<file path="src/sv/bda_pkg.sv">
// ----------------------------------------------------------------------------
// bda_pkg: shared types and constants for the binary to decimal ASCII unit
// Field widths, BCD layout, handoff struct and the emitter state encoding.
// ----------------------------------------------------------------------------
`default_nettype none

package bda_pkg;

	localparam int VALUE_W        = 32;
	localparam int DIGIT_W        = 4;
	localparam int BCD_DIGITS     = 10;
	localparam int BCD_W          = BCD_DIGITS * DIGIT_W;
	localparam int ASCII_W        = 6;
	localparam int BIT_CNT_W      = $clog2(VALUE_W);
	localparam int REM_W          = $clog2(BCD_DIGITS + 1);
	localparam int MAX_DIGITS_DEF = 10;

	localparam logic [ASCII_W-1:0] ASCII_ZERO = 6'h30;
	localparam logic [DIGIT_W-1:0] DIGIT_ADJ_MIN = 4'd5;
	localparam logic [DIGIT_W-1:0] DIGIT_ADJ = 4'd3;

	// Result of the binary to BCD conversion, handed to the emitter.
	typedef struct packed {
		logic             done;
		logic [BCD_W-1:0] bcd;
	} bda_conv_t;

	typedef enum logic [1:0] {
		ST_IDLE,
		ST_SKIP,
		ST_EMIT
	} bda_state_t;

	// Add three to one BCD digit when it is five or more, ahead of a shift.
	function automatic logic [DIGIT_W-1:0] dabble_adj(input logic [DIGIT_W-1:0] d);
		logic [DIGIT_W-1:0] r;
		r = d;
		if (d >= DIGIT_ADJ_MIN) begin
			r = d + DIGIT_ADJ;
		end
		return r;
	endfunction

endpackage

`default_nettype wire

</file>
<file path="src/sv/bda_convert.sv">
// ----------------------------------------------------------------------------
// bda_convert: bit-serial binary to BCD converter
// Shifts the binary value into a BCD register one bit per cycle, with an
// add-three adjust on every digit lane before each shift.
// ----------------------------------------------------------------------------
`default_nettype none

module bda_convert (
	input  wire logic                              clk,
	input  wire logic                              arst_n,
	input  wire logic                              start,
	input  wire logic [bda_pkg::VALUE_W-1:0]       value,
	output logic                                   busy,
	output bda_pkg::bda_conv_t                     conv
);

	logic [bda_pkg::VALUE_W-1:0]  bin_q;
	logic [bda_pkg::BCD_W-1:0]    bcd_q;
	logic [bda_pkg::BCD_W-1:0]    bcd_adj;
	logic [bda_pkg::BIT_CNT_W-1:0] cnt_q;
	logic                         run_q;
	logic                         done_q;

	// Adjust each digit lane independently.
	always_comb begin
		for (int i = 0; i < bda_pkg::BCD_DIGITS; i++) begin
			bcd_adj[i*bda_pkg::DIGIT_W +: bda_pkg::DIGIT_W] =
				bda_pkg::dabble_adj(bcd_q[i*bda_pkg::DIGIT_W +: bda_pkg::DIGIT_W]);
		end
	end

	always_ff @(posedge clk or negedge arst_n) begin
		if (!arst_n) begin
			run_q  <= 1'b0;
			done_q <= 1'b0;
			cnt_q  <= '0;
		end else begin
			done_q <= 1'b0;
			if (start) begin
				run_q <= 1'b1;
				cnt_q <= '0;
			end else if (run_q) begin
				cnt_q <= cnt_q + 1'b1;
				if (cnt_q == bda_pkg::BIT_CNT_W'(bda_pkg::VALUE_W - 1)) begin
					run_q  <= 1'b0;
					done_q <= 1'b1;
				end
			end
		end
	end

	// Shift the next binary bit (MSB first) into the adjusted BCD word.
	always_ff @(posedge clk) begin
		if (start) begin
			bin_q <= value;
			bcd_q <= '0;
		end else if (run_q) begin
			bin_q <= {bin_q[bda_pkg::VALUE_W-2:0], 1'b0};
			bcd_q <= {bcd_adj[bda_pkg::BCD_W-2:0], bin_q[bda_pkg::VALUE_W-1]};
		end
	end

	assign busy      = run_q | done_q;
	assign conv.done = done_q;
	assign conv.bcd  = bcd_q;

endmodule

`default_nettype wire

</file>
<file path="src/sv/bda_emit.sv">
// ----------------------------------------------------------------------------
// bda_emit: digit emitter
// Drops digits above the limit and leading zero digits one per cycle, then
// shifts out the rest as ASCII, most significant first, flagging the last.
// ----------------------------------------------------------------------------
`default_nettype none

module bda_emit #(
	parameter int MAX_DIGITS = bda_pkg::MAX_DIGITS_DEF
) (
	input  wire logic                          clk,
	input  wire logic                          arst_n,
	input  wire bda_pkg::bda_conv_t            conv,
	output logic                               busy,
	output logic                               out_valid,
	input  wire logic                          out_stall,
	output logic [bda_pkg::ASCII_W-1:0]        ascii_digit,
	output logic                               last_digit
);

	localparam int LIMIT = (MAX_DIGITS < 1) ? 1 : MAX_DIGITS;
	localparam int CMP_W = $clog2(((LIMIT > bda_pkg::BCD_DIGITS) ? LIMIT
	                                : bda_pkg::BCD_DIGITS) + 1);
	localparam logic [CMP_W-1:0] LIMIT_V = CMP_W'(LIMIT);

	bda_pkg::bda_state_t            state_q;
	bda_pkg::bda_state_t            state_nxt;
	logic [bda_pkg::BCD_W-1:0]      digits_q;
	logic [bda_pkg::REM_W-1:0]      rem_q;
	logic                           seen_q;
	logic [bda_pkg::DIGIT_W-1:0]    top_digit;
	logic                           rem_one;
	logic                           skip_cond;
	logic                           take;
	logic                           advance;
	logic                           load;

	assign top_digit = digits_q[bda_pkg::BCD_W-1 -: bda_pkg::DIGIT_W];
	assign rem_one   = (rem_q == bda_pkg::REM_W'(1));
	// Drop digits above the limit, or a leading zero while more than one remains.
	// Once a nonzero digit has been dropped, the zeros below it are kept.
	assign skip_cond = (CMP_W'(rem_q) > LIMIT_V)
	                   || ((top_digit == '0) && !rem_one && !seen_q);
	assign take      = out_valid && !out_stall;
	assign advance   = ((state_q == bda_pkg::ST_SKIP) && skip_cond) || take;
	assign load      = conv.done && (state_q == bda_pkg::ST_IDLE);

	always_comb begin
		state_nxt = state_q;
		case (state_q)
			bda_pkg::ST_IDLE: begin
				if (conv.done) begin
					state_nxt = bda_pkg::ST_SKIP;
				end
			end
			bda_pkg::ST_SKIP: begin
				if (!skip_cond) begin
					state_nxt = bda_pkg::ST_EMIT;
				end
			end
			bda_pkg::ST_EMIT: begin
				if (take && rem_one) begin
					state_nxt = bda_pkg::ST_IDLE;
				end
			end
			default: begin
				state_nxt = bda_pkg::ST_IDLE;
			end
		endcase
	end

	always_comb begin
		busy      = (state_q != bda_pkg::ST_IDLE);
		out_valid = (state_q == bda_pkg::ST_EMIT);
	end

	assign ascii_digit = bda_pkg::ASCII_W'(bda_pkg::ASCII_ZERO
	                     + {{(bda_pkg::ASCII_W-bda_pkg::DIGIT_W){1'b0}}, top_digit});
	assign last_digit  = rem_one;

	always_ff @(posedge clk or negedge arst_n) begin
		if (!arst_n) begin
			state_q <= bda_pkg::ST_IDLE;
			rem_q   <= '0;
			seen_q  <= 1'b0;
		end else begin
			state_q <= state_nxt;
			if (load) begin
				rem_q  <= bda_pkg::REM_W'(bda_pkg::BCD_DIGITS);
				seen_q <= 1'b0;
			end else if (advance) begin
				rem_q <= rem_q - 1'b1;
				if ((state_q == bda_pkg::ST_SKIP) && (top_digit != '0)) begin
					seen_q <= 1'b1;
				end
			end
		end
	end

	always_ff @(posedge clk) begin
		if (load) begin
			digits_q <= conv.bcd;
		end else if (advance) begin
			digits_q <= {digits_q[bda_pkg::BCD_W-bda_pkg::DIGIT_W-1:0],
			             {bda_pkg::DIGIT_W{1'b0}}};
		end
	end

endmodule

`default_nettype wire

</file>
<file path="src/sv/binary_to_decimal_ascii_unit.sv">
// ----------------------------------------------------------------------------
// binary_to_decimal_ascii_unit: 32-bit binary to decimal ASCII text
// Converts one unsigned value into its decimal digits, most significant first.
// ----------------------------------------------------------------------------
// Usage:
//   Input channel (in_valid / in_stall / value): one item is one 32-bit
//   unsigned number. The unit holds in_stall high from the cycle after an
//   accept until the last digit of that number has been taken.
//   Output channel (out_valid / out_stall / ascii_digit / last_digit): one
//   item per decimal digit, '0'..'9' as ASCII, leading zeros dropped, zero
//   itself giving a single '0'. last_digit marks the final digit. With
//   MAX_DIGITS below the digit count only the low MAX_DIGITS digits appear.
//   Timing: bit-serial double dabble over the 32 input bits, a handoff to
//   the emitter, one dropped leading digit (0 to 9) per cycle, then entry
//   to emit before the first digit shows. Digits then follow one per cycle
//   while out_stall is low. Dropped plus emitted digits are always ten.
//   An item holds the unit until its last digit has been taken; one item
//   is in work at a time.
//   Stalling: while out_stall is high the current digit and last_digit hold.
//   Reset: arst_n clears the control state; the unit comes up idle.
// ----------------------------------------------------------------------------
`default_nettype none

module binary_to_decimal_ascii_unit #(
	parameter int MAX_DIGITS = bda_pkg::MAX_DIGITS_DEF
) (
	input  wire logic                          clk,
	input  wire logic                          arst_n,
	input  wire logic                          in_valid,
	output logic                               in_stall,
	input  wire logic [bda_pkg::VALUE_W-1:0]   value,
	output logic                               out_valid,
	input  wire logic                          out_stall,
	output logic [bda_pkg::ASCII_W-1:0]        ascii_digit,
	output logic                               last_digit
);

	logic               conv_busy;
	logic               emit_busy;
	logic               start;
	bda_pkg::bda_conv_t conv;

	// Take a new number only when converter and emitter are both free.
	assign in_stall = conv_busy | emit_busy;
	assign start    = in_valid && !in_stall;

	bda_convert u_convert (
		.clk    (clk),
		.arst_n (arst_n),
		.start  (start),
		.value  (value),
		.busy   (conv_busy),
		.conv   (conv)
	);

	bda_emit #(
		.MAX_DIGITS (MAX_DIGITS)
	) u_emit (
		.clk         (clk),
		.arst_n      (arst_n),
		.conv        (conv),
		.busy        (emit_busy),
		.out_valid   (out_valid),
		.out_stall   (out_stall),
		.ascii_digit (ascii_digit),
		.last_digit  (last_digit)
	);

endmodule

`default_nettype wire

</file>
<file path="config.mk">
export PLATFORM = sky130hd
export DESIGN_NAME = binary_to_decimal_ascii_unit
export DESIGN_NICKNAME = d
export VERILOG_FILES = /design/src/sv/bda_pkg.sv /design/src/sv/bda_convert.sv /design/src/sv/bda_emit.sv /design/src/sv/binary_to_decimal_ascii_unit.sv
export SDC_FILE = /design/constraint.sdc
export NUM_CORES = 1
export LEC_CHECK = 0
export BUFFER_PORTS_ARGS = -buffer_cell sky130_fd_sc_hd__buf_2
export CAP_MARGIN = 10
export CORE_MARGIN = 5
export CORE_UTILIZATION = 55
export DETAILED_ROUTE_END_ITERATION = 6
export GPL_TIMING_DRIVEN = 0
export PLACE_DENSITY = 0.74
export SETUP_SLACK_MARGIN = 0.3
export SYNTH_ARGS = -nofsm -noshare
export SYNTH_HDL_FRONTEND = slang
export SYNTH_SLANG_ARGS = --single-unit
</file>
<file path="constraint.sdc">
create_clock -name clk -period 2.7 [get_ports clk]
set_input_delay 0 -clock clk [delete_from_list [all_inputs] [get_ports clk]]
set_output_delay 0 -clock clk [all_outputs]
set_load 0.01 [all_outputs]
</file>
==> results_dict.tcl, run 1 <==
set metrics [dict create \
    die-area_um2 13070 \
    vias 4652 \
    routed_wirelength_um 13700 \
    die_width_um 114.3 \
    maxCapViolations 0 \
    total_power_uw 8377 \
    place_congestion 0.8033 \
    coreArea_um2 10750 \
    synth_warnings 0 \
    portBuffers 42 \
    hp-class "in2reg" \
    rsz0062_at_grt "false" \
    leakagePower_uw 0.003248 \
    drt-wirelength-per-cell_um 15.69 \
    setup_viol 0 \
    synth_seq_area_share_pct 55.33 \
    synth_top_cell_by_area "edfxtp_1" \
    clock_latency_ps 530 \
    yosysMostFrequentCell "nand2_1" \
    fillers 841 \
    postSynthAreaPerCell_um2 9.643 \
    cts_tree "yes" \
    synthTopCellsByCount "nand2_1, edfxtp_1, o21ai_0" \
    grt_use_total_pct 22.26 \
    cts_buffers 17 \
    first_pass_iters 5 \
    cts_num_sinks 126 \
    grt_max_degree 41 \
    maxSlewViolCount 0 \
    reg2reg_slack_ps 430 \
    crit_required_ps 2910 \
    cts_root_buffer "clkbuf_8" \
    timing.max_slew.rel_slack_pct 55.39 \
    grt_pass1_wl_um 22570 \
    htreeDepth 4 \
    initial_utilization_pct 55.73 \
    crit_arrival_ps 2480 \
    status "complete, no violations" \
    synthArstFlopShare_pct 11.11 \
    synth_top_area_share_pct 36.11 \
    tns_ps 0 \
    post_cts_buffers 0 \
    finalHoldViolCount 0 \
    worst_pin_slew_ps 666.9 \
    remaining_drc_errors 0 \
    num_io_pins 45 \
    grt.overflow.total 0 \
    path_max_fanout 32 \
    drt.antenna.violating_nets 0 \
    fp.dieH_um 114.3 \
    utilization_pct 68.07 \
    num-nets-final 781 \
    antenna_found_initial 0 \
    via_per_inst 5.329 \
    path_clk_slew_ps 60 \
    end_kind "register" \
    synthTopCellsByArea "edfxtp_1, dfxtp_1, nand2_1" \
    period_needed_ps 2273 \
    cts_max_path_buffers 2 \
    grt_pass1_vias 4661 \
    ys_seq_elements 126 \
    syn_to_final_growth_pct 22.15 \
    yosys.cell_types.count 40 \
    layout-drive-gt1-share_pct 14.19 \
    netlist_instances 621 \
    power_density_nw_per_um2 1145 \
    place.detailed.hpwl_um 8803 \
    criticalPathCategory "reg2reg" \
    fmax_mhz 439.9 \
    diodes 0 \
    synth_edf_count 72 \
    finalCritPeriodShare_pct 84.19 \
    num_rows 38 \
    synth_ff_type "edfxtp_1" \
    crit_path_start_kind "register" \
    ir_worst_vdd_mv 0.6014 \
    syn_area_um2 5988 \
    finClkSkew_ps 7.171 \
    holdWs_ps 266.1 \
    drt-initial-drc-count 236 \
]
==> metrics by stage <==
step | instances | area, um2 | worst slack [ps]
after detailed placement | 804 | 6380 | -355.6
after global routing | 873 | 7315 | 308.2
after global placement | 804 | 6380 | -319.1
after floorplan | 622 | 5995 | 419.1
after CTS | 873 | 7305 | 330.2
final | 873 | 7315 | 426.9
==> power breakdown <==
| group | switching [uW] | internal (uW) | total [uW] |
|---|---|---|---|
| registers | 535 | 2940 | 3480 |
| clock network | 776 | 1320 | 2100 |
| logic | 1650 | 1140 | 2800 |
==> state kept, by name, indices dropped and copies added (netlist names) <==
name / flops
u_convert.bcd_q: 40
u_emit.digits_q: 40
u_convert.bin_q: 32
u_convert.cnt_q: 5
u_emit.rem_q: 4
u_emit.state_q: 2
u_convert.done_q: 1
u_convert.run_q: 1
u_emit.seen_q: 1
==> metal layers <==
metal,track usage [%],vias to the layer above,wire [um]
met3,6.501,29,768
met2,38.10,139,6877
met4,7.918,0,305
met5,0,-,0
li1,-,2287,-
met1,26.77,2197,5746
==> timing repair <==
action                                 4_1_cts  5_1_grt
setup endpoints to repair                   72       72
hold buffers                                37        0
endpoints found under the hold margin       54        0
gates resized for setup                      4        3
pin swaps                                    0        0
==> worst paths after layout <==
check | from | to | cells after the start
setup reg to reg | u_convert.run_q | u_convert.bin_q[7] | 5
setup / recovery | u_convert.run_q | u_convert.bin_q[7] | 5
hold reg to reg | u_convert.bcd_q[39] | u_convert.bcd_q[39] | 2
min in group asynchronous | arst_n | u_convert.cnt_q[4] | 3
max in group asynchronous | arst_n | u_emit.rem_q[0] | 3
hold / removal | value[25] | u_convert.bin_q[25] | 4
==> placed cells by master (no fill, tap or decap), types with 2 or more instances in the layout <==
cell type / count
o21ai_1: 2
bufinv_16: 2
a31o_1: 4
o22ai_1: 10
o21ai_0: 44
dfxtp_1: 40
clkinv_2: 3
nor4_4: 2
dlygate4sd3_1: 37
buf_4: 10
a21oi_1: 29
xor2_1: 12
and3_1: 4
ha_1: 25
conb_1: 2
clkbuf_1: 21
clkinv_1: 2
a31o_2: 6
and2_1: 4
buf_2: 51
clkbuf_8: 2
nand3_1: 11
nor3_1: 10
edfxtp_1: 72
xnor2_1: 11
nand2_1: 193
nor2_1: 28
dfrtp_1: 14
nand2b_1: 11
mux2i_1: 11
clkbuf_16: 16
inv_1: 27
==> critical path, stage by stage, from the launching register on <==
cell      delay, ps
dfrtp_1         360
buf_2           170
nor4_4          480
nand2_2         270
clkbuf_1        350
nand2_8         320
==> logic make-up (layout without fill, tap and decap cells) <==
logic type      Yosys count  in the layout  share of synthesized area, %
compound gates          101            101                         9.820
buf+inv                  62            173                         4.680
simple gates            272            272                         19.68
flops                   126            126                         55.33
xor+xnor                 23             23                         3.364
other cells               1              2                       0.06262
fa+ha+maj                25             25                         5.224
mux                      11             11                         1.839
==> layout make-up <==
| cell class | instances | area, um2 | area share, % |
|---|---|---|---|
| timing repair buffer | 79 | 580.6 | 7.937 |
| clock inverter | 8 | 90.09 | 1.232 |
| tap | 140 | 175.2 | 2.395 |
| buffer | 35 | 181.4 | 2.480 |
| multi-input combinational | 434 | 2422 | 33.12 |
| inverter | 27 | 101.3 | 1.386 |
| clock buffer | 24 | 450.4 | 6.158 |
| sequential | 126 | 3313 | 45.30 |
Note: power is estimated with default switching activity, not from simulation.
==> run 2: changes to the inputs <==
- ABC_AREA: default -> 1
- clock period: 2.7 -> 2.2 ns (I/O delays scaled with it)
==> run 2 against run 1 <==
- die area grew 1.3%
- clock skew down 1.8 ps
- flip-flop and latch count unchanged
- sequential power up 17%
- highest routed layer unchanged
- routed wire length grew 7.1%
- core utilization is 0.93 points higher
- total power is 28% higher
- clock power up 35%
- critical path type unchanged
- critical path depth up 2
- area after synthesis rose by 1.4%
- worst setup slack got worse by 16 ps
- first-iteration DRC count grew 71%
==> results_dict.tcl, run 2 <==
set metrics [dict create \
    num-nets-final 827 \
    cts_tree "yes" \
    cts_buffers 17 \
    finalHoldViolCount 0 \
    synth_seq_area_share_pct 54.56 \
    initial_utilization_pct 56.01 \
    grt_pass1_wl_um 23020 \
    die_width_um 115.1 \
    period_needed_ps 1789 \
    crit_path_start_kind "register" \
    diodes 0 \
    worstPathCellList "inv_1 -> ha_1 -> nand3_1 -> nand3_1 -> nand2_1 -> nand2_4 -> nand3_2" \
    postSynthAreaPerCell_um2 9.145 \
    syn_to_final_growth_pct 23.18 \
    yosysMostFrequentCell "nand2_1" \
    rr_worst_depth 7 \
    num_rows 38 \
    synthTopCellsByArea "edfxtp_1, dfxtp_1, nand2_1" \
    cts_root_buffer "clkbuf_8" \
    place.detailed.hpwl_um 9043 \
    drt.antenna.violating_nets 0 \
    ys_seq_elements 126 \
    leakagePower_uw 0.003595 \
    synth_warnings 0 \
    met3_usage_pct 4.632 \
    endpoint "u_emit.digits_q[26]" \
    startpoint "u_emit.rem_q[1]" \
    ir_worst_vdd_mv 0.7231 \
    final_cell_mix "nand2_1, o21ai_0, inv_1" \
    place_congestion 0.8506 \
    coreArea_um2 10840 \
    routed_wirelength_um 14670 \
    worst_pin_slew_ps 790.9 \
    drt-wirelength-per-cell_um 15.97 \
    synth_edf_count 72 \
    cpPeakStageDelay_ps 410 \
    num_io_pins 45 \
    grt.overflow.total 0 \
    antenna_found_initial 0 \
    netlist_instances 664 \
    synth_ff_type "edfxtp_1" \
    timing.max_slew.rel_slack_pct 47.10 \
    yosys.cell_types.count 28 \
    path_max_fanout 13 \
    final_common_cell "nand2_1" \
    drt-initial-drc-count 404 \
    layout-drive-gt1-share_pct 14.12 \
    grt_use_total_pct 22.38 \
    slowest_stage "dfrtp_1" \
    die-area_um2 13240 \
    synthArstFlopShare_pct 11.11 \
    portBuffers 42 \
    first_pass_iters 5 \
    crit_required_ps 2380 \
    reg2reg_slack_ps 410 \
    gr-usage-met2_pct 37.50 \
    maxSlewViolCount 0 \
    rsz0062_at_grt "true" \
    fp.dieH_um 115.1 \
    synth_top_area_share_pct 35.61 \
    hp-class "in2reg" \
    fmax_mhz 558.9 \
    grt_pass1_vias 5020 \
    power_density_nw_per_um2 1431 \
    r2r_end "u_emit.digits_q[26]" \
    reg.largest.list "u_convert.bcd_q x40, u_emit.digits_q x40, u_convert.bin_q x32" \
    crit_arrival_ps 1970 \
    finalCritPeriodShare_pct 81.33 \
    cts_max_path_buffers 2 \
    maxCapViolations 0 \
    fillers 802 \
    htreeDepth 4 \
    status "complete, no violations" \
    syn_area_um2 6072 \
    clock_latency_ps 530 \
    grt_max_degree 42 \
    utilization_pct 69.00 \
    tns_ps 0 \
    cts_num_sinks 126 \
    vias 5044 \
    finClkSkew_ps 5.327 \
    grt_use_met1_pct 27.82 \
    regToRegStartpoint "u_emit.rem_q[1]" \
    synth_top_cell_by_area "edfxtp_1" \
    via_per_inst 5.489 \
    setup_viol 0 \
    path_clk_slew_ps 60 \
    criticalPathCategory "reg2reg" \
    synthTopCellsByCount "nand2_1, o21ai_0, inv_1" \
    remaining_drc_errors 0 \
    critPathMostFrequentCell "nand3_1" \
    end_kind "register" \
    grt_busiest_layer "met2" \
]
[run 2: cell count changes after synthesis, moves of 15 or more]
cell     previous run  this run
o21ai_0            44       103
inv_1              27        84
nand2_1           195       179
nor2_1             28        13
[run 2: layer usage]
metal  vias up  wire length (um)
li1       2396                 -
met1      2381              6015
met2       227              7250
met3        40              1041
met4         0               366
met5         -                 0
[run 2: cells by family after synthesis]
family                     after synthesis  synth area share, %
AOI/OAI and AO/OA                      154                13.43
DFF                                    126                54.56
and+or+nand+nor                        223                15.08
adders and majority gates               25                5.151
xor gates and xnor gates                15                2.164
buffers and inverters                  120                9.540
other                                    1              0.06176
[run 2: final cells by class]
| type | instances | area, um2 | area share, % |
|---|---|---|---|
| plain buffers | 34 | 259.0 | 3.463 |
| clock buffers | 21 | 429.2 | 5.738 |
| clock inverters | 11 | 166.4 | 2.225 |
| inverters | 86 | 322.8 | 4.316 |
| multi-input cells | 423 | 2243 | 29.99 |
| flip-flops and latches | 126 | 3313 | 44.30 |
| well taps | 140 | 175.2 | 2.342 |
| repair buffers | 78 | 570.5 | 7.628 |
[run 2: worst min-delay path by stage]
| stage | endpoint | slack, ps | cells after the start | start |
|---|---|---|---|---|
| global route | u_convert.bin_q[28] | 280 | 4 | value[28] |
| detailed placement | u_emit.rem_q[0] | -70 | 1 | arst_n |
| global placement | u_emit.rem_q[0] | -80 | 1 | arst_n |
| CTS | u_convert.bin_q[24] | 260 | 4 | value[24] |
| finish | u_convert.bin_q[28] | 270 | 4 | value[28] |
| floorplan | u_convert.cnt_q[0] | -300 | 0 | arst_n |
[run 2: through the flow]
stage          worst slack, ps  cell area [um2]  instances  power, uW  hold WS (ps)
2_1_floorplan            474.0             6083        665       6672        -295.6
3_3_place_gp             172.4             6469        847       7384        -76.72
3_5_place_dp             137.7             6469        847       7660        -65.48
4_1_cts                  342.7             7445        916      10620         255.1
5_1_grt                  264.0             7480        919      11440         276.8
6_report                 410.7             7480        919      10700         271.2
[run 2: repair_timing]
action,in CTS,in global routing
setup buffers,0,0
endpoints found under the setup margin,83,42
gates cloned,1,3
hold endpoints to repair,51,0
hold buffers,36,0
pin swaps,1,1
gates resized for setup,2,1
[run 2: where the power goes]
group          total (uW)  internal, uW  switching [uW]  leakage (uW)
Sequential           4060          3580             480       0.00122
Combinational        3800          1390            2410       0.00209
Clock                2840          1830            1010      0.000282
[run 2: critical path: cells and delay by family, from the launching register on]
kind                     cells  cell delay (ps)
adder cells (fa/ha/maj)      1              150
buffers and inverters        1              110
flip-flops                   1              410
AND/OR/NAND/NOR              5              770
==> run 3: changes to the inputs <==
- clock period: 2.2 -> 1.84 ns (I/O delays scaled with it)
==> run 3 against run 2 <==
- the run now ends with DRC left
- critical endpoint unchanged
- largest power group is now combinational logic
- clock skew is 3.3 ps higher
- maximum frequency up 8.9%
- register-to-register slack got worse by 210 ps
- flip-flop and latch count is the same
- largest cell class unchanged
- clock-buffer cell count is 1 higher
- first-iteration DRC count is 61% higher
- worst setup slack lost 210 ps
==> results_dict.tcl, run 3 (synthesis gave the netlist of run 2 again) <==
set metrics [dict create \
    status "complete, but fails checks" \
    violations "DRC" \
    portBuffers 42 \
    fp.dieH_um 115.1 \
    coreArea_um2 10840 \
    syn_to_final_growth_pct 34.70 \
    swShare_pct 38.49 \
    grt.overflow.total 0 \
    crit_path_start_kind "register" \
    layout-drive-gt1-share_pct 24.41 \
    htreeDepth 4 \
    end_kind "register" \
    routed_wirelength_um 17370 \
    path_clk_slew_ps 60 \
    vias 5328 \
    netSwitchingPower_uw 5239 \
    place_congestion 0.8795 \
    antenna_found_initial 0 \
    grt_pass1_wl_um 24960 \
    holdWs_ps 272.2 \
    num_io_pins 45 \
    grt_max_degree 22 \
    dp_slack_ps -93.30 \
    cts_num_sinks 126 \
    period_needed_ps 1644 \
    final_cell_mix "nand2_1, o21ai_0, inv_1" \
    utilization_pct 75.45 \
    critPathBufInv 2 \
    setup_viol 0 \
    grt_use_total_pct 24.65 \
    worstPathCellList "nor2_4 -> nand2_4 -> buf_12 -> clkbuf_16 -> nand2_2 -> o21ai_1" \
    fin_ws_ps 196.2 \
    clkPwrFrac_pct 22.6 \
    leakagePower_uw 0.003879 \
    maxCapViolations 0 \
    cts_tree "yes" \
    clock_latency_ps 530 \
    hp-class "in2reg" \
    worst_pin_slew_ps 819.8 \
    cts_max_path_buffers 2 \
    remaining_drc_errors 1 \
    die-area_um2 13240 \
    num_rows 38 \
    finalCritPeriodShare_pct 89.34 \
    diodes 0 \
    intPower_uw 8371 \
    cts_buffers 17 \
    maxSlewViolCount 0 \
    initial_utilization_pct 56.01 \
    crit_required_ps 2110 \
    power_density_nw_per_um2 1664 \
    place.detailed.hpwl_um 8951 \
    via_per_inst 5.603 \
    seqPwrFrac_pct 36.4 \
    finalHoldViolCount 0 \
    die_width_um 115.1 \
    crit_arrival_ps 1910 \
    pwr-share-comb_pct 40.9 \
    first_pass_iters 7 \
    final_common_cell "nand2_1" \
    slowest_stage "dfrtp_2" \
    drt-initial-drc-count 650 \
    drt-wirelength-per-cell_um 18.26 \
    reg.largest.list "u_convert.bcd_q x40, u_emit.digits_q x40, u_convert.bin_q x32" \
    criticalPathCategory "reg2reg" \
    cpPeakStageDelay_ps 430 \
    timing.max_slew.rel_slack_pct 45.17 \
    fmax_mhz 608.4 \
    finClkSkew_ps 8.579 \
    cts_root_buffer "clkbuf_8" \
    critPathTopFamily "simple AND/OR/NAND/NOR gates" \
    rsz0062_at_grt "true" \
    path_max_fanout 7 \
    drt.antenna.violating_nets 0 \
    grt_pass1_vias 5160 \
    ir_worst_vdd_mv 0.9370 \
    num-nets-final 859 \
]
## run 3: cell count changes in the layout (fill, tap and decap cells not counted), sizes merged
cell | before | now
nand2 | 181 | 182
buf | 70 | 91
bufinv | 4 | 2
clkinvlp | 3 | 1
clkbuf | 27 | 35
nand3 | 25 | 28
clkinv | 4 | 7
## run 3: routing by layer
layer | wire [um] | global-route usage [%] | up-vias
met5 | 0 | 0 | -
met4 | 632 | 10.17 | 0
met3 | 1266 | 5.684 | 65
met2 | 8999 | 42.63 | 272
met1 | 6469 | 29.64 | 2512
li1 | - | - | 2479
## run 3: timing repair
action / CTS / global route
gates cloned: 9 / 5
hold buffers: 36 / 0
resized for setup: 21 / 113
setup buffers: 12 / 10
endpoints found under the hold margin: 49 / 0
setup endpoints to repair: 88 / 128
pin swaps: 9 / 24
## run 3: power by group through the flow
stage | registers, uW | logic [uW] | clock network (uW)
2_1_floorplan | 4720 | 3290 | 0
3_3_place_gp | 4820 | 4050 | 0
3_5_place_dp | 4860 | 4340 | 0
4_1_cts | 4820 | 4800 | 3090
5_1_grt | 5040 | 6140 | 3240
6_report | 4950 | 5570 | 3080
## run 3: area by class of cell
cell class / count / area [um2]
fillers: 673 / 2661
repair buffers: 106 / 930.9
plain buffers: 34 / 321.6
multi-input cells: 427 / 2572
inverters: 86 / 327.8
well taps: 140 / 175.2
clock buffers: 22 / 432.9
flip-flops and latches: 126 / 3319
clock inverters: 10 / 98.84
## run 3: per-stage QoR
step / instance area (um2) / power, uW / setup TNS [ps] / std cells
floorplan: 6103 / 8008 / 0 / 665
global placement: 6489 / 8876 / -2058 / 847
detailed placement: 6489 / 9201 / -3772 / 847
CTS: 7711 / 12710 / 0 / 936
global route: 8179 / 14420 / 0 / 951
finish: 8179 / 13610 / 0 / 951
## run 3: worst reg2reg max path: cells and delay by family (launching register included)
family,cells,cell delay (ps)
AOI/OAI and AO/OA,1,90
and+or+nand+nor,3,520
buffers and inverters,2,350
DFF,1,430
## run 3: final timing paths
kind / startpoint / endpoint / slack, ps / cells past startpoint
setup reg to reg: u_emit.state_q[0] / u_emit.digits_q[26] / 200 / 6
hold reg to reg: u_convert.bcd_q[39] / u_convert.bcd_q[39] / 510 / 2
hold / removal: value[3] / u_convert.bin_q[3] / 270 / 4
max in group asynchronous: arst_n / u_emit.rem_q[1] / 640 / 3
min in group asynchronous: arst_n / u_emit.rem_q[3] / 640 / 3
setup / recovery: u_emit.state_q[0] / u_emit.digits_q[26] / 200 / 6
